===== config.mk =====
export PLATFORM = sky130hd
export DESIGN_NAME = soft_ramp_dimmer_with_timeout
export DESIGN_NICKNAME = d
export VERILOG_FILES = /design/src/rtl/core/srd_pkg.sv /design/src/rtl/core/soft_ramp_dimmer_with_timeout.sv
export SDC_FILE = /design/constraint.sdc
export NUM_CORES = 1
export LEC_CHECK = 0
export BUFFER_PORTS_ARGS = -buffer_cell sky130_fd_sc_hd__buf_2
export CAP_MARGIN = 40
export CORE_ASPECT_RATIO = 1.4
export CORE_MARGIN = 2
export CORE_UTILIZATION = 40
export DETAILED_ROUTE_END_ITERATION = 6
export GPL_TIMING_DRIVEN = 0
export HOLD_SLACK_MARGIN = 0.05
export MAX_ROUTING_LAYER = met4
export PLACE_DENSITY = 0.6
export SKIP_LAST_GASP = 1
export SYNTH_ARGS = -nofsm -noshare
export SYNTH_HDL_FRONTEND = slang
export SYNTH_SLANG_ARGS = --single-unit
export TNS_END_PERCENT = 10

===== constraint.sdc =====
create_clock -name clk -period 18.9 [get_ports clk]
set_clock_uncertainty 0.05 [all_clocks]
set_input_delay 3.78 -clock clk [delete_from_list [all_inputs] [get_ports clk]]
set_output_delay 3.78 -clock clk [all_outputs]
set_load 0.02 [all_outputs]

===== src/rtl/core/srd_pkg.sv =====
package srd_pkg;

  // Request codes carried in req_type
  typedef enum logic [1:0] {
    REQ_RAMP = 2'd0,
    REQ_SET  = 2'd1,
    REQ_TICK = 2'd2
  } req_t;

  localparam logic [9:0]  MS_LAST        = 10'd999;   // last millisecond of a second
  localparam logic [12:0] SECONDS_MAX    = 13'd8191;
  localparam logic [12:0] TIMEOUT_MAX    = 13'd6000;
  localparam logic [12:0] TIMEOUT_RESET  = 13'd600;
  localparam logic [7:0]  LEVEL_FULL     = 8'd255;
  localparam logic signed [15:0] PERCENT_FULL = 16'sd100;

  // pct*255/100 == (pct*10445) >> 12, exact for pct in 0..100
  localparam logic [13:0] PCT_SCALE_MULT = 14'd10445;
  localparam int          PCT_SCALE_SHIFT = 12;

  // Clamp a signed percent and scale it to a 0..255 level
  function automatic logic [7:0] percent_to_level(input logic signed [15:0] pct);
    logic [20:0] prod;
    prod = 21'(pct[6:0]) * 21'(PCT_SCALE_MULT);
    if (pct[15]) begin
      return 8'd0;
    end else if (pct > PERCENT_FULL) begin
      return LEVEL_FULL;
    end
    return prod[PCT_SCALE_SHIFT +: 8];
  endfunction

  // Gamma duty: level*level/255; x/255 == (x + (x>>8) + 1) >> 8 for x up to 255*255
  function automatic logic [7:0] duty_from_level(input logic [7:0] level);
    logic [15:0] sq;
    logic [16:0] sum;
    sq  = 16'(level) * 16'(level);
    sum = 17'(sq) + 17'(sq[15:8]) + 17'd1;
    return sum[15:8];
  endfunction

endpackage


===== src/rtl/core/soft_ramp_dimmer_with_timeout.sv =====
// Channel  | Handshake               | Payload
// ---------+-------------------------+-----------------------------------------------
// input    | in_valid / in_stall     | req_type, level_percent
// result   | out_valid / out_stall   | pwm_duty, current_level, target_level,
//          |                         | target_changed
// config   | cfg_wr_en               | cfg_wr_data (timeout_seconds, clamped to 6000)
//
// One transaction per cycle while in_stall is low: state updates and the result register
// load on the accepting edge; the result is presented in the cycle after.
// in_stall is high only while the result register holds a transaction that is stalled.
// Synchronous active-high rst: levels and timer to 0, timeout to 600 seconds.
// Each transaction yields exactly one result transaction.
module soft_ramp_dimmer_with_timeout (
  input  logic               clk,
  input  logic               rst,
  input  logic               in_valid,
  output logic               in_stall,
  input  logic [1:0]         req_type,
  input  logic signed [15:0] level_percent,
  output logic               out_valid,
  input  logic               out_stall,
  output logic [7:0]         pwm_duty,
  output logic [7:0]         current_level,
  output logic [7:0]         target_level,
  output logic               target_changed,
  input  logic               cfg_wr_en,
  input  logic [12:0]        cfg_wr_data
);

  logic [12:0] timeout_seconds;
  logic [7:0]  level_now,  level_now_next;
  logic [7:0]  level_goal, level_goal_next;
  logic [9:0]  millis,     millis_next;
  logic [12:0] seconds,    seconds_next;
  logic [7:0]  goal_eff;
  logic        in_acc;

  assign in_stall = out_valid && out_stall;
  assign in_acc   = in_valid && !in_stall;

  // Per-request state update
  always_comb begin
    level_now_next  = level_now;
    level_goal_next = level_goal;
    millis_next     = millis;
    seconds_next    = seconds;
    goal_eff        = level_goal;
    case (req_type)
      srd_pkg::REQ_TICK: begin
        if (millis == srd_pkg::MS_LAST) begin
          millis_next = '0;
          if (seconds != srd_pkg::SECONDS_MAX) begin
            seconds_next = seconds + 13'd1;
          end
        end else begin
          millis_next = millis + 10'd1;
        end
      end
      srd_pkg::REQ_SET: begin
        level_goal_next = srd_pkg::percent_to_level(level_percent);
        millis_next     = '0;
        seconds_next    = '0;
      end
      srd_pkg::REQ_RAMP: begin
        // off-timer expiry forces the target to dark
        if (seconds > timeout_seconds) begin
          goal_eff     = '0;
          millis_next  = '0;
          seconds_next = '0;
        end
        level_goal_next = goal_eff;
        if (level_now < goal_eff) begin
          level_now_next = level_now + 8'd1;
        end else if (level_now > goal_eff) begin
          level_now_next = level_now - 8'd1;
        end
      end
      default: begin
        // unused code: no change
      end
    endcase
  end

  // Config register
  always_ff @(posedge clk) begin
    if (rst) begin
      timeout_seconds <= srd_pkg::TIMEOUT_RESET;
    end else if (cfg_wr_en) begin
      timeout_seconds <= (cfg_wr_data > srd_pkg::TIMEOUT_MAX) ? srd_pkg::TIMEOUT_MAX
                                                              : cfg_wr_data;
    end
  end

  // Block state
  always_ff @(posedge clk) begin
    if (rst) begin
      level_now  <= '0;
      level_goal <= '0;
      millis     <= '0;
      seconds    <= '0;
    end else if (in_acc) begin
      level_now  <= level_now_next;
      level_goal <= level_goal_next;
      millis     <= millis_next;
      seconds    <= seconds_next;
    end
  end

  // Result valid
  always_ff @(posedge clk) begin
    if (rst) begin
      out_valid <= 1'b0;
    end else if (in_acc) begin
      out_valid <= 1'b1;
    end else if (!out_stall) begin
      out_valid <= 1'b0;
    end
  end

  // Result payload
  always_ff @(posedge clk) begin
    if (in_acc) begin
      pwm_duty       <= srd_pkg::duty_from_level(level_now_next);
      current_level  <= level_now_next;
      target_level   <= level_goal_next;
      target_changed <= (level_goal_next != level_goal);
    end
  end

`ifndef SYNTHESIS
  a_result_follows: assert property (@(posedge clk) disable iff (rst)
    in_acc |=> out_valid)
    else $error("accepted transaction produced no result");

  a_duty_le_level: assert property (@(posedge clk) disable iff (rst)
    out_valid |-> (pwm_duty <= current_level))
    else $error("duty exceeds level");

  a_timeout_clamped: assert property (@(posedge clk) disable iff (rst)
    timeout_seconds <= srd_pkg::TIMEOUT_MAX)
    else $error("timeout above limit");

  a_level_one_step: assert property (@(posedge clk) disable iff (rst)
    (!rst && in_acc) |=> (level_now == $past(level_now) ||
                          level_now == 8'($past(level_now) + 8'd1) ||
                          level_now == 8'($past(level_now) - 8'd1)))
    else $error("level moved more than one step");

  a_millis_range: assert property (@(posedge clk) disable iff (rst)
    millis <= srd_pkg::MS_LAST)
    else $error("millisecond count out of range");
`endif

endmodule

Word level (Yosys, flattened, before mapping)
Cells that the tools add are included.
W data, S select, Z words.
{ "totals": {"reg_bits": 78, "input_bits": 36} }
{ "op_classes": {"n_eq_ne": 9, "n_mul": 2, "muxes": 22, "n_addsub": 6, "reduce_logical": 7, "n_lt_le_gt_ge": 5} }
{ "op_table": {"columns": ["operator", "count"], "rows": [
  ["$mux W8", 8],
  ["$mux W13", 4],
  ["$pmux W13 S3", 1],
  ["$pmux W10 S3", 1],
  ["$mul A7 B14 Y20 const B", 1],
  ["$mux W10", 2],
  ["$add A16 B1 Y16 const B", 1],
  ["$add A16 B8 Y16", 1],
  ["$gt A16 B8 Y1 const B", 1],
  ["$mul A8 B8 Y16", 1],
  ["$pmux W8 S2", 1],
  ["$add A13 B1 Y13 const B", 1],
  ["$gt A13 B13 Y1", 1],
  ["$gt A13 B13 Y1 const B", 1],
  ["$ne A13 B13 Y1 const B", 1],
  ["$add A10 B1 Y10 const B", 1],
  ["$eq A10 B10 Y1 const B", 1],
  ["$add A8 B1 Y8 const B", 1],
  ["$gt A8 B8 Y1", 1],
  ["$lt A8 B8 Y1", 1],
  ["$ne A8 B8 Y1", 1],
  ["$sub A8 B1 Y8 const B", 1],
  ["$ne A2 B2 Y1 const B", 3],
  ["$mux W1", 5],
  ["9 further kinds", 10]
]} }

Depth between registers and ports, before layout
{ "logic_depth": {"word_depth": 10, "depth_mapped": 41, "depth_no_buf": 40} }

Least setup slack after synthesis
No wires, ideal clock.
{ "synth_path": {"path_kind": "input-to-reg", "start": "input req_type[1]", "end": "register pwm_duty[4], data pin", "arrival_time_ps": 10444, "setup_ps": 268, "path_slack_ps": 8138, "cell_stages": 27, "path_buffers": 1, "cell_sequence": "or2_2 clkbuf_1 or4_1 o32a_1 xor2_2 nor2_1 fa_1 fa_1 inv_1 fa_1 fa_1 inv_1 ha_1 o21ai_0 inv_1 a21o_1 a21oi_1 xnor2_1 ha_1 a21o_1 a21o_1 a41oi_1 a21oi_1 maj3_1 a31oi_4 nor2_1 xor2_1"} }
{ "synth_via": {"elab_chain_cells": 5} }
{ "synth_rtl": {"columns": ["element", "line", "source"], "rows": [
  ["from (decl)", "soft_ramp_dimmer_with_timeout.sv:18", "input logic [1:0] req_type,"],
  ["$logic_not A2 Y1", "soft_ramp_dimmer_with_timeout.sv:48", "case (req_type)"],
  ["$mux W8", "soft_ramp_dimmer_with_timeout.sv:48", null],
  ["$mul A8 B8 Y16", "srd_pkg.sv:37", "sq = 16'(level) * 16'(level);"],
  ["$add A16 B8 Y16", "srd_pkg.sv:38", "sum = 17'(sq) + 17'(sq[15:8]) + 17'd1;"],
  ["$add A16 B1 Y16", "srd_pkg.sv:38", null],
  ["to (signal assigned)", "soft_ramp_dimmer_with_timeout.sv:123", "pwm_duty <= srd_pkg::duty_from_level(level_now_next);"],
  ["to (decl)", "soft_ramp_dimmer_with_timeout.sv:22", "output logic [7:0] pwm_duty,"]
]} }
No other way between the ends.
A chain may end at the register's enable or synchronous reset.

Final worst setup path
{ "layout_path": {"start": "input req_type[1]", "end": "register pwm_duty[2], data pin"} }
Same word-level chain as after synthesis.

==> reports/metrics.csv <==
stage,metric,value,unit
clocking,htreeDepth,3,
finish,final_common_cell,ha_1,
sta,finalSetupTns,0,ns
clocking,cts.sinks,78,
clocking,cts_repair_resize_count,0,
setup_path,startpoint_type,input pin,
floorplanning,core_area,18680,um^2
floorplanning,start_util,40.90,%
synth,async_reset_ff_share,0,%
floorplanning,rows,59,
hold_path,min-delay-start,timeout_seconds[10],
setup_path,path_class,input pin to flip-flop,
outcome,status,"finished, final reports clean",
synth,synth_compound_gate_area_share,14.74,%
sta,layout_min_cycle_time,11.27,ns
clocking,numCtsBuffers,9,
clocking,hold_buffers,0,
synth,yosys_warnings,0,
sta,holdWs,0.4263,ns
power_and_ir_drop,power-per-cell-area,74.09,nW/um^2
routing,drt_wl_total,18370,um
routing,wl_per_cell,15.29,um
synth,synth_fp_nets,1063,
setup_path,rr_startpoint,seconds[10],
synth,synth_top_area_share,18.35,%
global_route,grt_first_pass_wirelength,30840,um
finish,fin_area,8572,um^2
synth,synth.distinct_cells,74,
synth,synth-edff-count,25,
run,drv_cap,0,
hold_path,hold_path_end,timeout_seconds[10],
routing,drtIter0Drc,227,
finish,num_antenna_cells,0,
synth,syn_avg_cell_area,8.680,um^2
synth,synth_top_family_by_area,adder cells,
global_route,grt_max_degree,35,
routing,num_vias,6332,
sta,slew-limit-headroom,43.91,%
synth,synthAdderAreaFrac,27.65,%
floorplanning,die-area,20230,um^2
floorplanning,num_io_pins,63,
routing,first_pass_iters,5,
finish,area_growth,12.22,%
place,place.port_buffers,60,
power_and_ir_drop,vdd.ir_drop.worst,0.04349,mV
place,gp_congestion,0.8608,
setup_path,worstReg2RegEnd,pwm_duty[2],
synth,synth_simple_gate_area_share,19.38,%
sta,finalHoldViolations,0,
setup_path,cp.arrival,11.30,ns
place,dp_slack,7.246,ns
synth,synth-xor-area-share,7.371,%
global_route,grt_overflow_total,0,
hold_path,holdPathStages,2,
setup_path,reg2reg_slack,8.42,ns
synth,yosysSeqAreaShare,23.72,%
synth,yosys.area.top_type,ha_1,
finish,num-nets-final,1135,
clocking,clkTransAtPathRegs,0.06,ns
routing,ant_nets,0,
global_route,grt.total_usage,19.61,%
routing,via_per_inst,5.272,
finish,drive_gt1_share,10.24,%
setup_path,required,18.93,ns
hold_path,hold_path.class,flip-flop to flip-flop,
synth,synth-main-ff-cell,dfxtp_1,
sta,grt_setup_unrepaired,false,
global_route,grt_pass1_vias,6419,
global_route,antenna_found_initial,0,
finish,mostFrequentLayoutCells,"112 x ha_1, 110 x nor2_1, 100 x inv_1, 63 x buf_2, 57 x nand2_1",
synth,muxShareOfSynthArea,0.9173,%
setup_path,worstSetupEndpointType,flip-flop,
synth,synth-seq-cells,78,
clocking,cts_tree,yes,
clocking,clockBufferDepth,2,
setup_path,worstPathMaxFanout,9,
setup_path,worstRegToRegCells,38,
floorplanning,die_w,120.8,um
power_and_ir_drop,p_leak,4.052,nW
sta,setup_ws,7.628,ns
synth,synthesis.area,7639,um^2
sta,setup_viol,0,
clocking,cts_setup_buffers,0,
place,place_area,8253,um^2
sta,max_freq,88.71,MHz
sta,worstMarginPinSlew,0.8413,ns
sta,post-route-period-util,59.64,%
clocking,ctsRootBufferMaster,clkbuf_16,
clocking,worst_skew_pair.late_latency,0.35,ns
power_and_ir_drop,power.total,0.6351,mW
place,dp_hpwl,14940,um
routing,route.detailed.drc,0,
synth,synthCells,880,
synth,synth.area.top_cells,"ha_1 18%, dfxtp_1 14%, edfxtp_1 9.8%",
sta,maxSlewViolCount,0,
floorplanning,fp.dieH,167.5,um
[through the flow]
step / std cells / util (%)
floorplan: 880 / -
global placement: 1184 / 44.14
detailed placement: 1185 / 44.19
CTS: 1201 / 45.90
global route: 1201 / 45.90
finish: 1201 / 45.90
[worst max path at each step]
| stage | startpoint | end | slack [ns] | cells past startpoint |
|---|---|---|---|---|
| after floorplan | req_type[1] | pwm_duty[4] | 8.14 | 27 |
| after global placement | req_type[1] | pwm_duty[2] | 7.24 | 28 |
| after detailed placement | req_type[1] | pwm_duty[4] | 7.25 | 28 |
| after CTS | req_type[1] | pwm_duty[2] | 7.61 | 28 |
| after global routing | req_type[1] | pwm_duty[1] | 7.08 | 26 |
| final | req_type[1] | pwm_duty[2] | 7.63 | 28 |
[power breakdown]
| part | total (mW) | leakage (nW) | switching [mW] | internal [mW] |
|---|---|---|---|---|
| Sequential | 0.191 | 0.682 | 0.00562 | 0.186 |
| Clock | 0.183 | 0.152 | 0.0765 | 0.107 |
| Combinational | 0.260 | 3.22 | 0.159 | 0.101 |
[worst max-delay path: stages]
cell and delay, ns:
buf_2 0.15, or2_2 0.30, clkbuf_1 0.22, or4_1 0.51, o32a_1 0.33, xor2_2 0.46, nor2_1 0.18, fa_1 0.54
fa_1 0.55, inv_1 0.06, fa_1 0.50, fa_1 0.55, inv_1 0.04, ha_1 0.36, o21ai_0 0.23, inv_1 0.11
a21o_1 0.17, a21oi_1 0.17, xnor2_1 0.26, ha_1 0.32, a21o_1 0.16, a21o_1 0.18, a41oi_1 0.16, a21oi_1 0.08
maj3_1 0.43, a31oi_4 0.26, nor2_1 0.08, xor2_1 0.15
[final cells by class]
type,count,area [um^2]
fill,1861,10100
multi-input combinational,678,5351
sequential,78,1812
inverter,101,379.1
timing repair buffer,61,307.8
tap,244,305.3
clock buffer,11,275.3
buffer,23,97.59
clock inverter,5,43.79
[synth_stat cells, types with 3 or more instances]
master and count:
ha_1 112, nor2_1 110, inv_1 100, nand2_1 57, dfxtp_1 53, a21oi_1 45, fa_1 35, xnor2_1 30
xor2_1 26, edfxtp_1 25, o21ai_0 23, nand3_1 22, nor3_1 18, a21o_1 17, clkbuf_1 17, nand4_1 15
a211oi_1 14, nand2b_1 11, or3_1 11, and3_1 10, and2_1 8, a22oi_1 7, mux2i_1 7, or4_1 6
and4_1 5, nor2b_1 5, o211ai_1 5, o22ai_1 5, nor3b_1 4, nor4_1 4, o211a_1 4, o21a_1 4
or2_2 4, a2111oi_0 3, a31oi_1 3, a32oi_1 3, buf_1 3, nand3b_1 3, o2111ai_1 3
[cell families (layout without fill, tap and decap cells)]
| logic type | Yosys count | after routing |
|---|---|---|
| AO/OA/AOI/OAI | 161 | 161 |
| XOR/XNOR | 60 | 60 |
| adder cells (fa/ha/maj) | 148 | 148 |
| buffers and inverters | 124 | 201 |
| flip-flops | 78 | 78 |
| multiplexers | 7 | 7 |
| AND/OR/NAND/NOR | 302 | 302 |
[metal layers]
| layer | part of all wire (%) | track usage [%] | routed length [um] | vias to the layer above |
|---|---|---|---|---|
| li1 | - | - | - | 3229 |
| met1 | 41 | 21.45 | 7519 | 2973 |
| met2 | 53 | 35.08 | 9780 | 95 |
| met3 | 2.8 | 2.691 | 521 | 35 |
| met4 | 3.0 | 8.493 | 546 | 0 |
| met5 | 0 | - | 0 | - |
[sequential cells by signal, indices dropped and copies added, names as in the netlist]
signal / cells
seconds: 13
timeout_seconds: 13
millis: 10
current_level: 8
level_goal: 8
level_now: 8
pwm_duty: 8
target_level: 8
out_valid: 1
target_changed: 1
Power figures use the tool's default switching activity.
